`src/hdl/stack_vm_instruction_executor_core_macros.svh`:
```
// Assertion macros for the stack VM executor.
// Used by the top level; expects aclk and aresetn in scope.
`ifndef STACK_VM_INSTRUCTION_EXECUTOR_CORE_MACROS_SVH
`define STACK_VM_INSTRUCTION_EXECUTOR_CORE_MACROS_SVH

`define SVIE_ASSERT_COMB(lbl, ante, cons, msg) \
    lbl: assert property (@(posedge aclk) disable iff (!aresetn) (ante) |-> (cons)) \
        else $error(msg);

`define SVIE_ASSERT_NEXT(lbl, ante, cons, msg) \
    lbl: assert property (@(posedge aclk) disable iff (!aresetn) (ante) |=> (cons)) \
        else $error(msg);

`endif

```
`src/hdl/svie_pkg.sv`:
```
// Shared opcodes, unit codes and port structs for the stack VM executor.
// No dependencies.
package svie_pkg;

    localparam logic [5:0] OP_LEA  = 6'd0;
    localparam logic [5:0] OP_IMM  = 6'd1;
    localparam logic [5:0] OP_JMP  = 6'd2;
    localparam logic [5:0] OP_CALL = 6'd3;
    localparam logic [5:0] OP_JZ   = 6'd4;
    localparam logic [5:0] OP_JNZ  = 6'd5;
    localparam logic [5:0] OP_ENT  = 6'd6;
    localparam logic [5:0] OP_ADJ  = 6'd7;
    localparam logic [5:0] OP_LEV  = 6'd8;
    localparam logic [5:0] OP_LI   = 6'd9;
    localparam logic [5:0] OP_LC   = 6'd10;
    localparam logic [5:0] OP_SI   = 6'd11;
    localparam logic [5:0] OP_SC   = 6'd12;
    localparam logic [5:0] OP_PUSH = 6'd13;
    localparam logic [5:0] OP_OR   = 6'd14;
    localparam logic [5:0] OP_XOR  = 6'd15;
    localparam logic [5:0] OP_AND  = 6'd16;
    localparam logic [5:0] OP_EQ   = 6'd17;
    localparam logic [5:0] OP_NE   = 6'd18;
    localparam logic [5:0] OP_LT   = 6'd19;
    localparam logic [5:0] OP_GT   = 6'd20;
    localparam logic [5:0] OP_LE   = 6'd21;
    localparam logic [5:0] OP_GE   = 6'd22;
    localparam logic [5:0] OP_SHL  = 6'd23;
    localparam logic [5:0] OP_SHR  = 6'd24;
    localparam logic [5:0] OP_ADD  = 6'd25;
    localparam logic [5:0] OP_SUB  = 6'd26;
    localparam logic [5:0] OP_MUL  = 6'd27;
    localparam logic [5:0] OP_DIV  = 6'd28;
    localparam logic [5:0] OP_MOD  = 6'd29;
    localparam logic [5:0] OP_EXIT = 6'd37;

    localparam logic [1:0] MD_MUL = 2'd0;
    localparam logic [1:0] MD_DIV = 2'd1;
    localparam logic [1:0] MD_REM = 2'd2;

    typedef struct packed {
        logic        en;
        logic [7:0]  be;
        logic [63:0] data;
    } mem_wr_t;

    typedef struct packed {
        logic        start;
        logic [1:0]  kind;
        logic [63:0] a;
        logic [63:0] b;
    } md_req_t;

    typedef struct packed {
        logic        done;
        logic [63:0] result;
    } md_rsp_t;

endpackage

```
`src/hdl/svie_muldiv.sv`:
```
// Multi-cycle multiply (three 32x32 partial products) and radix-2 signed divide.
// Depends on svie_pkg.
module svie_muldiv (
    input  logic              aclk,
    input  logic              aresetn,
    input  svie_pkg::md_req_t req,
    output svie_pkg::md_rsp_t rsp
);
    import svie_pkg::*;

    logic        busy_reg;
    logic        done_reg;
    logic [1:0]  kind_reg;
    logic [5:0]  cnt_reg;
    logic        neg_q_reg;
    logic        neg_r_reg;
    logic [63:0] ma_reg;
    logic [63:0] mb_reg;
    logic [63:0] rem_reg;
    logic [63:0] q_reg;
    logic [63:0] res_reg;

    logic [31:0] mx;
    logic [31:0] my;
    logic [63:0] prod;
    logic [64:0] trial;
    logic        ge;
    logic [64:0] diff;
    logic [63:0] rem_step;
    logic [63:0] q_step;

    always_comb begin
        unique case (cnt_reg[1:0])
            2'd0:    begin mx = ma_reg[31:0];  my = mb_reg[31:0];  end
            2'd1:    begin mx = ma_reg[31:0];  my = mb_reg[63:32]; end
            default: begin mx = ma_reg[63:32]; my = mb_reg[31:0];  end
        endcase
        prod     = 64'(mx) * 64'(my);
        trial    = {rem_reg, q_reg[63]};
        diff     = trial - {1'b0, mb_reg};
        ge       = !diff[64];
        rem_step = ge ? diff[63:0] : trial[63:0];
        q_step   = {q_reg[62:0], ge};
    end

    always_ff @(posedge aclk) begin
        if (!aresetn) begin
            busy_reg <= 1'b0;
            done_reg <= 1'b0;
        end else begin
            done_reg <= 1'b0;
            if (req.start) begin
                kind_reg <= req.kind;
                cnt_reg  <= '0;
                if (req.kind == MD_MUL) begin
                    ma_reg   <= req.a;
                    mb_reg   <= req.b;
                    q_reg    <= '0;
                    busy_reg <= 1'b1;
                end else begin
                    ma_reg    <= req.a[63] ? 64'(0) - req.a : req.a;
                    mb_reg    <= req.b[63] ? 64'(0) - req.b : req.b;
                    q_reg     <= req.a[63] ? 64'(0) - req.a : req.a;
                    rem_reg   <= '0;
                    neg_q_reg <= req.a[63] ^ req.b[63];
                    neg_r_reg <= req.a[63];
                    if (req.b == '0) begin
                        res_reg  <= (req.kind == MD_REM) ? req.a : '1;
                        done_reg <= 1'b1;
                    end else begin
                        busy_reg <= 1'b1;
                    end
                end
            end else if (busy_reg) begin
                cnt_reg <= cnt_reg + 6'd1;
                if (kind_reg == MD_MUL) begin
                    if (cnt_reg == 6'd0) begin
                        q_reg <= prod;
                    end else begin
                        q_reg <= q_reg + {prod[31:0], 32'b0};
                    end
                    if (cnt_reg == 6'd2) begin
                        res_reg  <= q_reg + {prod[31:0], 32'b0};
                        busy_reg <= 1'b0;
                        done_reg <= 1'b1;
                    end
                end else begin
                    rem_reg <= rem_step;
                    q_reg   <= q_step;
                    if (cnt_reg == 6'd63) begin
                        if (kind_reg == MD_REM) begin
                            res_reg <= neg_r_reg ? 64'(0) - rem_step : rem_step;
                        end else begin
                            res_reg <= neg_q_reg ? 64'(0) - q_step : q_step;
                        end
                        busy_reg <= 1'b0;
                        done_reg <= 1'b1;
                    end
                end
            end
        end
    end

    assign rsp.done   = done_reg;
    assign rsp.result = res_reg;

endmodule

```
`config.mk`:
```
export PLATFORM = sky130hd
export DESIGN_NAME = svie_muldiv
export DESIGN_NICKNAME = d
export VERILOG_FILES = /design/src/hdl/stack_vm_instruction_executor_core_macros.svh /design/src/hdl/svie_pkg.sv /design/src/hdl/svie_muldiv.sv
export SDC_FILE = /design/constraint.sdc
export NUM_CORES = 2
export LEC_CHECK = 0
export BUFFER_PORTS_ARGS = -buffer_cell sky130_fd_sc_hd__buf_2
export CORE_MARGIN = 2
export CORE_UTILIZATION = 50
export CTS_BUF_LIST = sky130_fd_sc_hd__clkbuf_4
export DETAILED_ROUTE_END_ITERATION = 10
export PLACE_DENSITY = 0.69
export SLEW_MARGIN = 20
export SYNTH_ARGS = -nofsm -noshare
export SYNTH_HDL_FRONTEND = slang
export SYNTH_SLANG_ARGS = --single-unit
export TNS_END_PERCENT = 1
```
`constraint.sdc`:
```
create_clock -name aclk -period 20.3 [get_ports aclk]
set_input_delay 2.03 -clock aclk [delete_from_list [all_inputs] [get_ports aclk]]
set_output_delay 2.03 -clock aclk [all_outputs]
set_load 0.01 [all_outputs]
```
Word-level counts from Yosys, hierarchy flattened
Index checks and enable logic that the tools add are counted.
{"block": "totals", "latch_bits": 0, "input_bits": 133, "ff_bits": 332, "n_memories": 0, "ramBits": 0, "romBits": 0}
{"block": "classes", "magnitude_cmp": 0, "add_sub_neg": 7, "eq_ne": 10, "reduce_logical": 14, "div": 0, "n_shift": 0, "mux": 42, "bitwise_logic": 2, "n_mul": 1}
{"op": "two-way mux 64 bit", "count": 25}
{"op": "subtractor 1 x 64 -> 64 bit (first input constant)", "count": 4}
{"op": "subtractor 65 x 64 -> 65 bit", "count": 1}
{"op": "adder 64 bit", "count": 1}
{"op": "logical NOT 64 bit", "count": 1}
{"op": "multiplier 32 x 32 -> 64 bit", "count": 1}
{"op": "two-way mux 32 bit", "count": 2}
{"op": "two-way mux 1 bit", "count": 14}
{"op": "adder 6 x 1 -> 6 bit (second input constant)", "count": 1}
{"op": "equality test 6 x 2 -> 1 bit (second input constant)", "count": 1}
{"op": "equality test 6 bit (second input constant)", "count": 1}
{"op": "logical NOT 2 bit", "count": 3}
{"op": "logical NOT 6 bit", "count": 1}
{"op": "two-way mux 6 bit", "count": 1}
{"op": "AND reduction 6 bit", "count": 1}
{"op": "equality test 2 bit (second input constant)", "count": 2}
{"op": "!= test 2 bit (second input constant)", "count": 2}
{"op": "AND reduction 2 bit", "count": 2}
{"op": "AND reduction 4 bit", "count": 1}
{"op": "!= test 3 x 2 -> 1 bit (second input constant)", "count": 1}
{"op": "!= test 3 bit (second input constant)", "count": 1}
{"op": "AND reduction 3 bit", "count": 1}
{"op": "nonzero test 3 bit", "count": 1}
{"op": "equality test 2 x 1 -> 1 bit (second input constant)", "count": 1}
{"op": "other kinds (6)", "count": 6}

Longest topological paths before layout
{"block": "logic_depth", "depth_word": 9, "mapped_depth": 45, "mapped_depth_nobuf": 41}

Worst setup path before layout
Ideal clock, no wire load.
{"block": "synth_path", "path_kind": "register -> register", "startpoint": "register cnt_reg[0]", "endpoint": "register q_reg[63], data pin", "setup_time_ns": 0.169, "required_time_ns": 20.131, "n_path_buf": 4, "slack_ns": 9.754, "synth_period_minus_slack_ns": 10.546, "stages_incl_launch_ff": 42, "arrival_ns": 10.377, "cell_sequence": "edfxtp_1 inv_1 ha_1 nor2_1 clkbuf_1 clkbuf_1 mux2i_1 clkbuf_1 nor2_1 fa_1 fa_1 fa_1 inv_1 fa_1 inv_1 fa_1 inv_1 fa_1 (+6 left out) nor2b_1 o21ai_0 nand2b_1 a221oi_1 o21ai_0 a21o_1 a21o_1 xor2_1 ha_1 a21o_1 a21o_1 a21o_1 a21o_1 a21oi_1 o31ai_1 xnor2_1 o211ai_1 o31ai_1"}
{"block": "synth_between", "elab_chain_len": 9, "word_cells_on_any_way": 12}
{"item": "start: declaration", "line": "svie_muldiv.sv:14", "source": "logic [5:0] cnt_reg;"}
{"item": "start signal: assignment", "line": "svie_muldiv.sv:75", "source": "cnt_reg <= cnt_reg + 6'd1;"}
{"item": "equality test 2 x 1 -> 1 bit / logical NOT 2 bit (equally long branches)", "line": "svie_muldiv.sv:33", "source": "unique case (cnt_reg[1:0])"}
{"item": "OR reduction 2 bit (no source line)"}
{"item": "two-way mux 32 bit", "line": "svie_muldiv.sv:33"}
{"item": "multiplier 32 x 32 -> 64 bit", "line": "svie_muldiv.sv:38", "source": "prod = 64'(mx) * 64'(my);"}
{"item": "adder 64 bit", "line": "svie_muldiv.sv:80", "source": "q_reg <= q_reg + {prod[31:0], 32'b0};"}
{"item": "two-way mux 64 bit (*)", "line": "svie_muldiv.sv:77", "source": "if (cnt_reg == 6'd0) begin"}
{"item": "two-way mux 64 bit (*)", "line": "svie_muldiv.sv:76", "source": "if (kind_reg == MD_MUL) begin"}
{"item": "two-way mux 64 bit (*)", "line": "svie_muldiv.sv:74", "source": "end else if (busy_reg) begin"}
{"item": "two-way mux 64 bit (*)", "line": "svie_muldiv.sv:52", "source": "if (req.start) begin"}
{"item": "end signal: assignment", "line": "svie_muldiv.sv:63", "source": "q_reg <= req.a[63] ? 64'(0) - req.a : req.a;"}
{"item": "end signal: assignment", "line": "svie_muldiv.sv:78", "source": "q_reg <= prod;"}
{"item": "end signal: assignment", "line": "svie_muldiv.sv:80"}
{"item": "end: declaration", "line": "svie_muldiv.sv:20", "source": "logic [63:0] q_reg;"}
Mark *: on every way between the ends. The rest lies on a longest branch, timed or not. The select of a mux whose other input is x is not followed.
A chain may end at the register's enable or synchronous reset.

Final worst setup path
Ends and elaborated chain as after synthesis.

==> results.txt <==
- TritonCTS built the clock tree.
* Total count of hold-check failures in the final report: 0
- The via count of the first global-routing pass came to 54680.
* Required time at the endpoint of the critical path: 21.12 ns
- Post-synthesis instance area: a little over 0.06 mm^2
- Worst slack, placed: 7.751 ns
- The first TritonRoute pass finished after 8 iterations.
* Count of cell types in the netlist: 104
- GP Congestion: around 1.1
- The sequential cells in the finished layout cover a total of 0.009950 mm^2.
- Clock buffer count from CTS: 92
- Top achievable clock speed: 0.07856 GHz
* Number of max-slew violations in the final report: 0
* Initial antenna violation count: 23
- Total congestion overflow after global routing: 0
* Number of design rule violations left after detail routing: 0
- Most used cell along the critical path: sky130_fd_sc_hd__fa_1
* Worst-case clock buffer depth: 3
- Gate count after technology mapping: between 6000 and 7000
- Number of port buffers: a little under 200
- Fill count: 11270
- Net count reported at finish: 8417
- DRC marker count from the first detailed-route iteration: 6302
* Routed Antenna Nets: 0
* IO Count: around 200
- Post-CTS setup buffer count: 0
* Die span in y: 352.7 um
- Startpoint of the worst hold path: busy_reg
- Most frequent cells in the layout: 996 x sky130_fd_sc_hd__inv_1, 990 x sky130_fd_sc_hd__nand2_1, 898 x sky130_fd_sc_hd__fa_1
- Cells fill roughly 54% of the core in the end.
- Along the worst path, the maximum fanout reaches 38.
* Initial Util: 50.54%
- Run status: finished, final reports clean
* Area of the core: 0.1203 mm^2
* Worst Setup Start Kind: flop
- Clock sink count: 332
* Root Buffer Master: sky130_fd_sc_hd__clkbuf_4
- Reg-to-Reg End: q_reg[63]
* Worst skew pair latency: 0.99 ns
* Total Routed Length: approximately 240000 um
- The H-tree generated during clock tree synthesis spans 3 levels.
* Routed vias: 54210
- Pin count of the biggest net entering global routing: 77
* Quantity of hold-fixing buffers added after cts: 0
- Across all register-to-register paths, the minimum setup slack is 7.57 ns.
- Share of the clock period used by the worst path after layout: 62.71%
- Final setup margin: 7.571 ns
- Detailed placement ended at an HPWL of 193800 um.
- STA puts the critical path data arrival time at 13.55 ns.
- The die covers roughly 0.12 mm^2.
- Terminating pin of the worst hold path: busy_reg
- Min Clock Period, post-route: roughly 13 ns
* Worst Hold Path Cells: 2
- Fraction of registers with async set or reset after synthesis: 0%
* Seq/Total Area, Yosys: 16.37%
- The worst pin sits at a relative slew slack of 17.14%.
* Count of maximum capacitance violations: 0
- The number of gates resized after CTS was 0.
- Logic depth of the worst register-to-register path: 36
- Among all stages on the critical path, the largest delay is contributed by sky130_fd_sc_hd__mux2i_1.
* Final setup violation count: 0
* Worst-Margin Slew: 1.238 ns
* Total area of multi-input combinational cells: 0.04579 mm^2
- Delay contributed by the slowest stage of the critical path: 0.88 ns
* Number of flops mapped to enable cells by yosys: 330
- The path class of the tightest hold or removal check is reg -> reg.
- Worst-path clk slew: 0.09 ns
- Global-route wire length before repair: 352800 um
- Setup repair after global routing left no endpoint under its margin.
* Row count: 127
- CP Launch Point: cnt_reg[0]
* Ys flop type: sky130_fd_sc_hd__edfxtp_1
- Warnings from Yosys: 0
* Total negative slack for setup checks: 0 ns
- The number of nets in the synthesized netlist is 8398.
* Largest clock skew in the final design: 0.1597 ns
- Dividing the detail-routed via count by the number of cells gives 6.226.
* Layout cell share with drive strength beyond 1: 8.535%
- In the final routed layout, each cell accounts on average for approximately 28 um.
- Leaving out fill and tap cells, the most frequent cell in the layout is sky130_fd_sc_hd__inv_1.
* Flip-flop and latch count after synthesis: 332
- In this run the horizontal extent of the chip is 352.7 um.
* All-layer global routing usage: a little under two fifths
- Source of the worst register-to-register timing path: cnt_reg[0]
* Area overhead of the layout relative to synthesis: 6.100%
- Critical path capture point type: flop
- The worst setup path is of the reg -> reg kind.
* Syn_area_per_cell: a little under 9 um^2
==> cell usage after synthesis, types with 11 or more instances <==
cell type / number / area, um^2
sky130_fd_sc_hd__ha_1: 369 / 4617
sky130_fd_sc_hd__nor2_1: 664 / 2492
sky130_fd_sc_hd__o21ai_1: 27 / 135.1
sky130_fd_sc_hd__o21bai_1: 27 / 202.7
sky130_fd_sc_hd__nor3_1: 81 / 405.4
sky130_fd_sc_hd__mux2i_1: 94 / 940.9
sky130_fd_sc_hd__a221o_1: 37 / 370.4
sky130_fd_sc_hd__xor2_1: 171 / 1498
sky130_fd_sc_hd__mux2_2: 42 / 473.0
sky130_fd_sc_hd__or4_1: 35 / 262.8
sky130_fd_sc_hd__o41ai_1: 29 / 254.0
sky130_fd_sc_hd__nand2b_1: 41 / 256.5
sky130_fd_sc_hd__o211ai_1: 30 / 225.2
sky130_fd_sc_hd__clkbuf_1: 319 / 1197
sky130_fd_sc_hd__a21o_1: 76 / 570.6
sky130_fd_sc_hd__o22ai_1: 33 / 206.5
sky130_fd_sc_hd__o31a_1: 12 / 105.1
sky130_fd_sc_hd__buf_1: 24 / 90.09
sky130_fd_sc_hd__a211oi_1: 26 / 195.2
sky130_fd_sc_hd__nand3_1: 62 / 310.3
sky130_fd_sc_hd__or3_1: 72 / 450.4
sky130_fd_sc_hd__inv_1: 996 / 3739
sky130_fd_sc_hd__o21ai_0: 316 / 1582
sky130_fd_sc_hd__a22oi_1: 28 / 210.2
sky130_fd_sc_hd__o21a_1: 44 / 330.3
sky130_fd_sc_hd__and3_1: 21 / 131.4
sky130_fd_sc_hd__nand4_1: 45 / 281.5
sky130_fd_sc_hd__o31ai_1: 73 / 548.0
sky130_fd_sc_hd__or2_2: 27 / 168.9
sky130_fd_sc_hd__nor4_1: 40 / 250.2
sky130_fd_sc_hd__buf_2: 31 / 155.2
sky130_fd_sc_hd__nand2_1: 992 / 3724
sky130_fd_sc_hd__o22a_1: 11 / 96.34
sky130_fd_sc_hd__fa_1: 898 / 17980
sky130_fd_sc_hd__xnor2_1: 251 / 2198
sky130_fd_sc_hd__a31oi_1: 28 / 175.2
sky130_fd_sc_hd__nor2b_1: 37 / 231.5
sky130_fd_sc_hd__edfxtp_1: 330 / 9910
sky130_fd_sc_hd__nand3b_1: 11 / 82.58
sky130_fd_sc_hd__a221oi_1: 15 / 131.4
sky130_fd_sc_hd__a21oi_1: 292 / 1461
sky130_fd_sc_hd__and2_1: 47 / 294.0
==> worst max-delay path: cells and delay by family (launching register included) <==
kind,cells,cell delay [ns]
fa+ha+maj,11,5.16
xor+xnor,2,1.14
compound gates,12,2.59
flops,1,0.49
mux,1,0.88
buf+inv,6,1.35
simple gates,4,0.91
==> worst max-delay path by stage <==
stage	endpoint	depth (start not counted)
2_1_floorplan	q_reg[63]	41
3_3_place_gp	q_reg[63]	36
3_5_place_dp	q_reg[63]	38
4_1_cts	q_reg[63]	38
5_1_grt	q_reg[63]	39
6_report	q_reg[63]	36
==> metal layers <==
| layer | vias to the layer above | track usage (%) | wire length (um) |
|---|---|---|---|
| met5 | - | 0.8302 | 257 |
| met3 | 839 | 9.909 | 26670 |
| li1 | 23130 | - | - |
| met2 | 3366 | 58.89 | 106100 |
| met1 | 26860 | 47.01 | 87090 |
| met4 | 18 | 26.48 | 19650 |
==> cell families (layout without fill, tap and decap cells) <==
group / after synthesis / in the layout / share of synthesized area [%]
compound gates: 1223 / 1223 / 13.09
simple gates: 2233 / 2233 / 16.30
xor+xnor: 422 / 422 / 6.079
other cells: 0 / 18 / 0
mux: 136 / 136 / 2.326
flops: 332 / 332 / 16.37
buf+inv: 1385 / 1464 / 8.683
fa+ha+maj: 1267 / 1267 / 37.16
==> final cells by class <==
class	count	area share (%)
clock buffer	116	1.350
clock inverter	38	0.3530
inverter	997	5.802
antenna	18	0.06983
multi-input combinational	5281	70.99
tap	1612	3.127
timing repair buffer	313	2.888
sequential	332	15.42
==> per-stage QoR <==
step                instances  hold slack [ns]  cell area, um^2
floorplan                6998           0.4655            60800
global placement         8534           0.4815            63330
detailed placement       8535           0.4918            63350
CTS                      8689           0.5032            64450
global route             8700           0.5482            64490
finish                   8707           0.4979            64500
Power is left out: the tool's default activity adds up to more than one toggle a clock period on the data nets, which glitch-free logic cannot reach.
